$ cat config.mk
export PLATFORM = sky130hd
export DESIGN_NAME = strided_endian_swap
export DESIGN_NICKNAME = d
export VERILOG_FILES = /design/src/design/sesw_pkg.sv /design/src/design/strided_endian_swap.sv /design/src/design/sesw_core.sv /design/src/design/sesw_outq.sv
export SDC_FILE = /design/constraint.sdc
export NUM_CORES = 1
export LEC_CHECK = 0
export ABC_AREA = 0
export BUFFER_PORTS_ARGS = -buffer_cell sky130_fd_sc_hd__buf_2
export CAP_MARGIN = 15
export CORE_MARGIN = 2
export CORE_UTILIZATION = 45
export CTS_BUF_LIST = sky130_fd_sc_hd__clkbuf_8
export CTS_CLUSTER_DIAMETER = 150
export DETAILED_ROUTE_END_ITERATION = 7
export SYNTH_ARGS = -nofsm -noshare
export SYNTH_HDL_FRONTEND = slang
export SYNTH_SLANG_ARGS = --single-unit
$ cat constraint.sdc
create_clock -name clk -period 10.9 [get_ports clk]
set_input_delay 1.09 -clock clk [delete_from_list [all_inputs] [get_ports clk]]
set_output_delay 1.09 -clock clk [all_outputs]
set_load 0.05 [all_outputs]
$ cat src/design/sesw_pkg.sv
// ----------------------------------------------------------------------------
// sesw_pkg: shared types and constants of the strided endian swapper
// Result record layout, register indexes, status codes and queue sizing.
// ----------------------------------------------------------------------------
package sesw_pkg;

  // Default width of the record position counter.
  localparam int SESW_POS_WIDTH = 16;

  // Result queue depth; one request may push up to MAX_RES results.
  // One entry above twice the burst keeps a full burst from stalling the
  // input while the previous result is still leaving.
  localparam int MAX_RES = 4;
  localparam int QDEPTH  = 9;
  localparam int CNT_W   = $clog2(QDEPTH + 1);

  // Configuration register indexes.
  localparam logic [1:0] REG_ELEM_SIZE     = 2'd0;
  localparam logic [1:0] REG_FIELD_OFFSET  = 2'd1;
  localparam logic [1:0] REG_ELEM_COUNT    = 2'd2;
  localparam logic [1:0] REG_RECORD_STRIDE = 2'd3;

  // Configuration reset values.
  localparam logic [2:0]  RST_ELEM_SIZE     = 3'd1;
  localparam logic [15:0] RST_FIELD_OFFSET  = 16'd0;
  localparam logic [15:0] RST_ELEM_COUNT    = 16'd1;
  localparam logic [15:0] RST_RECORD_STRIDE = 16'd1;

  // Status codes reported with the final byte of a buffer.
  localparam logic [1:0] ST_OK         = 2'd0;
  localparam logic [1:0] ST_BAD_SIZE   = 2'd1;
  localparam logic [1:0] ST_BAD_PARAM  = 2'd2;
  localparam logic [1:0] ST_MISALIGNED = 2'd3;

  typedef struct packed {
    logic [1:0] status;
    logic       stream_end;
    logic       run_end;
    logic [7:0] data;
  } res_t;

  // Results produced by one request, in output order from index 0.
  typedef struct packed {
    logic [2:0]             n;
    res_t [MAX_RES-1:0]     r;
  } push_t;

endpackage

$ cat src/design/strided_endian_swap.sv
// An accepted byte passes the input register, then the result queue, to out_.
// Throughput: one byte per cycle; a completed element leaves as a burst of up
// to four bytes from a nine-entry result queue, and in_tready drops only when
// the queue plus the byte in flight could not take another burst.
// Reset: synchronous on rst_n low; clears the queue, the held element and the
// record position, and loads the configuration registers with their defaults.
// ----------------------------------------------------------------------------
// strided_endian_swap: strided endian byte swapper
// Reverses the byte order of 2 or 4 byte elements inside fixed-stride records
// of a byte stream and reports a status with the final byte of each buffer.
// ----------------------------------------------------------------------------
module strided_endian_swap #(
  parameter int POS_WIDTH = sesw_pkg::SESW_POS_WIDTH
) (
  input  logic        clk,
  input  logic        rst_n,
  input  logic        in_tvalid,
  output logic        in_tready,
  input  logic [7:0]  in_tdata,   // in_byte
  input  logic        in_tlast,   // in_last
  output logic        out_tvalid,
  input  logic        out_tready,
  output logic [7:0]  out_tdata,  // out_byte
  output logic        out_tlast,  // stream_end
  output logic [2:0]  out_tuser,  // [0] run_end, [2:1] status
  input  logic        cfg_we,
  input  logic [1:0]  cfg_addr,
  input  logic [15:0] cfg_wdata
);

  logic [2:0]  elem_size_r;
  logic [15:0] field_offset_r, elem_count_r, record_stride_r;

  logic        iv_r;
  logic [7:0]  idata_r;
  logic        ilast_r;

  sesw_pkg::push_t                push;
  sesw_pkg::res_t                 head;
  logic                           head_valid;
  logic [sesw_pkg::CNT_W-1:0]     count;

  always_ff @(posedge clk) begin
    if (!rst_n) begin
      elem_size_r     <= sesw_pkg::RST_ELEM_SIZE;
      field_offset_r  <= sesw_pkg::RST_FIELD_OFFSET;
      elem_count_r    <= sesw_pkg::RST_ELEM_COUNT;
      record_stride_r <= sesw_pkg::RST_RECORD_STRIDE;
    end else if (cfg_we) begin
      case (cfg_addr)
        sesw_pkg::REG_ELEM_SIZE:     elem_size_r     <= cfg_wdata[2:0];
        sesw_pkg::REG_FIELD_OFFSET:  field_offset_r  <= cfg_wdata;
        sesw_pkg::REG_ELEM_COUNT:    elem_count_r    <= cfg_wdata;
        sesw_pkg::REG_RECORD_STRIDE: record_stride_r <= cfg_wdata;
        default: ;
      endcase
    end
  end

  // A request is taken only if the queue can still absorb a full burst from
  // it after the results of the request now in the input register.
  assign in_tready = ({1'b0, count} + (sesw_pkg::CNT_W+1)'(push.n)) <=
                     (sesw_pkg::CNT_W+1)'(sesw_pkg::QDEPTH - sesw_pkg::MAX_RES);

  always_ff @(posedge clk) begin
    if (!rst_n) begin
      iv_r <= 1'b0;
    end else begin
      iv_r <= in_tvalid && in_tready;
    end
  end

  always_ff @(posedge clk) begin
    if (in_tvalid && in_tready) begin
      idata_r <= in_tdata;
      ilast_r <= in_tlast;
    end
  end

  sesw_core #(
    .POS_WIDTH (POS_WIDTH)
  ) u_core (
    .clk           (clk),
    .rst_n         (rst_n),
    .item_valid    (iv_r),
    .item_data     (idata_r),
    .item_last     (ilast_r),
    .elem_size     (elem_size_r),
    .field_offset  (field_offset_r),
    .elem_count    (elem_count_r),
    .record_stride (record_stride_r),
    .push          (push)
  );

  sesw_outq u_outq (
    .clk        (clk),
    .rst_n      (rst_n),
    .push       (push),
    .pop        (out_tvalid && out_tready),
    .head       (head),
    .head_valid (head_valid),
    .count      (count)
  );

  assign out_tvalid = head_valid;
  assign out_tdata  = head.data;
  assign out_tlast  = head.stream_end;
  assign out_tuser  = {head.status, head.run_end};

endmodule

$ cat src/design/sesw_core.sv
// ----------------------------------------------------------------------------
// sesw_core: swap engine
// Tracks the record position and the partly received element, and works out
// the zero to four result bytes that each registered request produces.
// ----------------------------------------------------------------------------
module sesw_core #(
  parameter int POS_WIDTH = sesw_pkg::SESW_POS_WIDTH
) (
  input  logic                clk,
  input  logic                rst_n,
  input  logic                item_valid,
  input  logic [7:0]          item_data,
  input  logic                item_last,
  input  logic [2:0]          elem_size,
  input  logic [15:0]         field_offset,
  input  logic [15:0]         elem_count,
  input  logic [15:0]         record_stride,
  output sesw_pkg::push_t     push
);

  localparam int CW = (POS_WIDTH > 19) ? POS_WIDTH : 19;
  localparam int PW = (POS_WIDTH + 1 > 16) ? POS_WIDTH + 1 : 16;

  logic [7:0]           held_r [3];
  logic [1:0]           hcnt_r, hcnt_nxt;
  logic [POS_WIDTH-1:0] pos_r, pos_nxt, pos_adv;

  logic        sized, sz4, params_ok, hit, flush_first, match, complete, hold;
  logic [17:0] span;
  logic [18:0] region_end;
  logic [1:0]  idx, last_idx, f1, k, hcnt_eff;
  logic [2:0]  n;
  logic        rev;
  logic [7:0]  rb [sesw_pkg::MAX_RES];
  logic [POS_WIDTH:0] p1;
  logic [1:0]  status;

  always_comb begin
    sized = (elem_size == 3'd2) || (elem_size == 3'd4);
    sz4   = (elem_size == 3'd4);
    span  = sz4 ? {elem_count, 2'b00} : {1'b0, elem_count, 1'b0};
    params_ok = (record_stride != 16'd0) && (field_offset <= record_stride) &&
                (18'(record_stride - field_offset) >= span);
    region_end = 19'(field_offset) + 19'(span);
    hit = sized && params_ok && (CW'(pos_r) >= CW'(field_offset)) &&
          (CW'(pos_r) < CW'(region_end));
    idx      = (pos_r[1:0] - field_offset[1:0]) & (sz4 ? 2'b11 : 2'b01);
    last_idx = sz4 ? 2'd3 : 2'd1;

    flush_first = !hit || (idx != hcnt_r);
    hcnt_eff    = flush_first ? 2'd0 : hcnt_r;
    match       = hit && (idx == hcnt_eff);
    complete    = match && (idx == last_idx);
    hold        = match && !complete;
    f1          = flush_first ? hcnt_r : 2'd0;

    rev = 1'b0;
    k   = f1;
    if (complete) begin
      rev = 1'b1;
      n   = 3'(idx) + 3'd1;
    end else if (hold && item_last) begin
      // The new byte closes the buffer: everything held goes out in order.
      k = hcnt_r;
      n = 3'(hcnt_r) + 3'd1;
    end else if (hold) begin
      n = 3'(f1);
    end else begin
      n = 3'(f1) + 3'd1;
    end

    if (rev) begin
      rb[0] = item_data;
      if (sz4) begin
        rb[1] = held_r[2];
        rb[2] = held_r[1];
        rb[3] = held_r[0];
      end else begin
        rb[1] = held_r[0];
        rb[2] = held_r[0];
        rb[3] = held_r[0];
      end
    end else begin
      rb[0] = (k > 2'd0) ? held_r[0] : item_data;
      rb[1] = (k > 2'd1) ? held_r[1] : item_data;
      rb[2] = (k > 2'd2) ? held_r[2] : item_data;
      rb[3] = item_data;
    end

    p1 = {1'b0, pos_r} + (POS_WIDTH+1)'(1);
    if ((record_stride == 16'd0) || (PW'(p1) >= PW'(record_stride))) begin
      pos_adv = '0;
    end else begin
      pos_adv = p1[POS_WIDTH-1:0];
    end

    if (elem_size == 3'd1) begin
      status = sesw_pkg::ST_OK;
    end else if (!sized) begin
      status = sesw_pkg::ST_BAD_SIZE;
    end else if (record_stride == 16'd0) begin
      status = sesw_pkg::ST_BAD_PARAM;
    end else if (pos_adv != '0) begin
      status = sesw_pkg::ST_MISALIGNED;
    end else if (!params_ok) begin
      status = sesw_pkg::ST_BAD_PARAM;
    end else begin
      status = sesw_pkg::ST_OK;
    end

    push.n = item_valid ? n : 3'd0;
    for (int j = 0; j < sesw_pkg::MAX_RES; j++) begin
      push.r[j].data       = rb[j];
      push.r[j].run_end    = (3'(j) == n - 3'd1);
      push.r[j].stream_end = item_last && (3'(j) == n - 3'd1);
      push.r[j].status     = (item_last && (3'(j) == n - 3'd1)) ? status
                                                                : sesw_pkg::ST_OK;
    end

    hcnt_nxt = (hold && !item_last) ? idx + 2'd1 : 2'd0;
    pos_nxt  = item_last ? '0 : pos_adv;
  end

  always_ff @(posedge clk) begin
    if (!rst_n) begin
      hcnt_r <= 2'd0;
      pos_r  <= '0;
    end else if (item_valid) begin
      hcnt_r <= hcnt_nxt;
      pos_r  <= pos_nxt;
    end
  end

  always_ff @(posedge clk) begin
    if (item_valid && hold) begin
      held_r[idx] <= item_data;
    end
  end

endmodule

$ cat src/design/sesw_outq.sv
// ----------------------------------------------------------------------------
// sesw_outq: result queue
// Shift queue that takes up to four results a cycle and hands out one a
// cycle, while pop is high, from its head register.
// ----------------------------------------------------------------------------
module sesw_outq (
  input  logic                        clk,
  input  logic                        rst_n,
  input  sesw_pkg::push_t             push,
  input  logic                        pop,
  output sesw_pkg::res_t              head,
  output logic                        head_valid,
  output logic [sesw_pkg::CNT_W-1:0]  count
);

  localparam int QD = sesw_pkg::QDEPTH;
  localparam int CW = sesw_pkg::CNT_W;

  sesw_pkg::res_t   q_r [QD];
  sesw_pkg::res_t   q_nxt [QD];
  logic [CW-1:0]    cnt_r, cnt_nxt, base;
  logic [CW:0]      slot;

  always_comb begin
    base = cnt_r - CW'(pop);
    for (int s = 0; s < QD; s++) begin
      if (pop && (s < QD - 1)) begin
        q_nxt[s] = q_r[(s + 1) % QD];
      end else begin
        q_nxt[s] = q_r[s];
      end
      for (int j = 0; j < sesw_pkg::MAX_RES; j++) begin
        slot = {1'b0, base} + (CW+1)'(j);
        if ((3'(j) < push.n) && (slot == (CW+1)'(s))) begin
          q_nxt[s] = push.r[j];
        end
      end
    end
    cnt_nxt = base + CW'(push.n);
  end

  always_ff @(posedge clk) begin
    if (!rst_n) begin
      cnt_r <= '0;
    end else begin
      cnt_r <= cnt_nxt;
    end
  end

  always_ff @(posedge clk) begin
    for (int s = 0; s < QD; s++) begin
      q_r[s] <= q_nxt[s];
    end
  end

  assign head       = q_r[0];
  assign head_valid = (cnt_r != '0);
  assign count      = cnt_r;

endmodule

==> summary.md <==
| Metric | Value |
|---|---|
| Status | finished clean |
| Critical path's largest stage delay | ~0.74 ns |
| Fill cells | roughly 3500 |
| Worst Hold Class | reg -> reg |
| Clk root buf | clkbuf_8 |
| Fmax | about 0.10 GHz |
| Critical path data required time | just under 10 ns |
| Via count | between 15000 and 20000 |
| Met3 wire length | about 5.5 mm |
| Area Overhead vs Synth | 8.07% |
| Post-synth EDFFs | between 100 and 150 |
| Post-CTS Repair Setup Buffers | 0 |
| Vias/cell | ~6.4 |
| Placed inst area | ~0.017 mm2 |
| Post-Synth Adder-Cell Area | 0.0880 |
| End point of the critical path | in_tready |
| R2R depth | 35 |
| Final Cell Area | about 0.018 mm2 |
| Met2 WL | ~23 mm |
| XOR/XNOR share of the synthesized area | 0.0280 |
| TritonCTS clock tree | done |
| Met1 wire length | around 26 mm |
| Worst Skew | roughly 0.047 ns |
| Pwr dens | 183 mW/mm2 |
| Worst Path Max Fanout | 26 |
| CTS resizes | 0 |
| Post-Syn Area | approximately 0.017 mm2 |
| GPL Wtd Cong | 0.997 |
| MaxCap Viol Count | 0 |
| Setup TNS | 0 ns |
| Hold buffers post-CTS | 0 |
| Share of the synthesized area in the top cell type | 0.255 |
| Share of cells above drive strength 1 | 0.0870 |
| Top cells by area, synth | edfxtp_1 (26%), dfxtp_1 (8.9%), ha_1 (8.4%), nand2_1 (6.4%), a21oi_1 (6.2%) |
| Reg2reg start | elem_size_r[2] |
| Synth Area in Compound Gates | 0.275 |
| Initial Util | 0.456 |
| Place WS | between 1.5 and 2 ns |
| Fin nets | about 2100 |
| Prevailing post-synth register cell | edfxtp_1 |
| Reg clk slew, reported paths | about 0.050 ns |
| Multiplexer area fraction after synthesis | 0.0147 |
| Slew Viols, Final | 0 |
| Port buffer count | 45 |
| CP endpoint kind | output port |
| Synth Area per Inst | 8.29 um2 |
| WS Path Type | reg -> out |
| Total core area | 0.0364 mm2 |
| Largest family of logic cells by synthesized area | compound AO/OA/AOI/OAI gates |
| H-tree levels | 2 |
| Worst-skew pair later-pin latency | around 0.64 ns |
| Diodes inserted | 0 |
| 1st-iter DRT viols | between 1500 and 2000 |
| Slowest-stage cell, CP | or3b_1 |
| Slew @ Worst Pin | between 1 and 1.5 ns |
| Syn_nets | roughly 2200 |
| DRC | 0 |
| Peak supply drop | between 0.1 and 0.15 mV |
| Hpwl dp | between 40 and 50 mm |
| Setup ws final | around 0.87 ns |
| RSZ-0062 raised after global routing | false |
| CP Launch Type | flop |
| YS warnings | 0 |
| Syn Inst Count | 2003 |
| Simple-gate share of the synthesized area | 0.197 |
| Critical Path AT | 8.94 ns |
| Final Hold Violating Endpoints | 0 |
| Final setup viols | 0 |
| Clock Tree Buf Depth | 3 |
| Period Utilization, post-route | 0.920 |
| R2R setup slack | approximately 1.9 ns |
| I/O pin total | between 40 and 50 |
| TritonCTS buffer count | between 40 and 50 |
| Synth top cells by count | nand2_1 (283), a21oi_1 (206), edfxtp_1 (141) |
| First-pass iteration count of the detailed router | 8 |
| Vias in the first global route | 14600 |
| Largest net degree at the start of global routing | 68 |
| Global-route wire length before repair | between 80 and 90 mm |
| Post-layout util | 0.492 |
| Die ar. | 0.0384 mm2 |
| FP Rows | 70 |
| Cell taking the most area after synthesis | edfxtp_1 |
| Min cycle time layout | 10.03 ns |
| WL per Instance | 22.0 um |
| Die X | between 150 and 200 um |
| Post-synthesis sequential area ratio | 0.344 |
| CP startpoint | elem_size_r[2] |
| R2R Path End | ilast_r |
| Top routing layer used | met4 |
| Most frequent CP cell | ha_1 |
| Grt ovf | 0 |
| Slew HR | 0.179 |
| Total wire length | roughly 55 mm |
| DIE HEIGHT | just under 200 um |
| Antenna-violating nets left | 0 |
| Count leader, synth | nand2_1 |
| #FFs+latches synth | 215 |
| Unique masters post-synth | 89 |
| Global-route usage over all layers | 0.283 |
| LEAKAGE | about 6.6 nW |
| TritonCTS Sinks | roughly 220 |
| Antenna violations before repair | 0 |
| Asr flop ratio synth | 0 |
==> layout by cell type (no fill, tap or decap), types with 46 or more instances in the layout <==
| cell | instances |
|---|---|
| clkbuf_8 | 46 |
| edfxtp_1 | 141 |
| o21ai_0 | 113 |
| a21oi_1 | 206 |
| nand2_1 | 283 |
| dfxtp_1 | 74 |
| o22ai_1 | 68 |
| a211oi_1 | 72 |
| ha_1 | 112 |
| inv_1 | 95 |
| nand3_1 | 68 |
| nor2_1 | 126 |
==> layer usage <==
layer	global-route usage	up-vias
met2	0.408	763
met4	0.0752	0
met1	0.423	7543
li1	-	7512
met3	0.0646	96
met5	0	-
==> final cells by class <==
cell class                      count  area, um2  area share
Timing Repair Buffer               69        425      0.0237
Tap cell                          468        586      0.0326
Clock inverter                     31        229      0.0128
Clock buffer                       46        633      0.0353
Sequential cell                   215       5720       0.319
Inverter                           89        334      0.0186
Multi-Input combinational cell   1573      10000       0.558
==> cell families after synthesis <==
kind of cell	after synthesis
DFF	215
muxes	21
buffers and inverters	215
AOI/OAI and AO/OA	693
adders and majority gates	115
xor gates and xnor gates	53
and+or+nand+nor	691
==> stage by stage <==
stage,hold slack [ns],power (mW),std cells
after floorplan,0.448,2.08,2003
after global placement,0.464,2.41,2409
after detailed placement,0.471,2.42,2409
after CTS,0.478,3.28,2486
after global routing,0.501,3.47,2491
final,0.479,3.29,2491
==> critical path, delay by kind of cell (launching register included) <==
family,cells,cell delay [ns]
AO/OA/AOI/OAI,15,3.05
AND/OR/NAND/NOR,12,2.62
adder cells (fa/ha/maj),5,1.60
flip-flops,1,0.39
buffers and inverters,1,0.33
XOR/XNOR,2,0.31
==> sequential cells by signal, indices dropped and copies added (netlist names) <==
name and count:
ilast_r 1, iv_r 1, u_core.pos_r 16, idata_r 8
u_core.held_r 24, record_stride_r 16, u_outq.count 4, u_outq.q_r 108
elem_size_r 3, field_offset_r 16, elem_count_r 16, u_core.hcnt_r 2
==> worst min path at each step <==
stage,slack [ns],startpoint,endpoint,depth (start not counted)
2_1_floorplan,0.45,elem_count_r[13],elem_count_r[13],2
5_1_grt,0.50,elem_count_r[7],elem_count_r[7],2
6_report,0.48,elem_count_r[7],elem_count_r[7],2
3_3_place_gp,0.46,elem_count_r[8],elem_count_r[8],2
4_1_cts,0.48,elem_count_r[7],elem_count_r[7],2
3_5_place_dp,0.47,elem_count_r[7],elem_count_r[7],2
==> power by group <==
group / leakage (nW) / internal, mW / switching, mW
clock network: 0.478 / 0.464 / 0.393
registers: 1.91 / 1.12 / 0.0628
logic: 4.22 / 0.396 / 0.857
No activity file was read; power rests on OpenSTA's default activity.
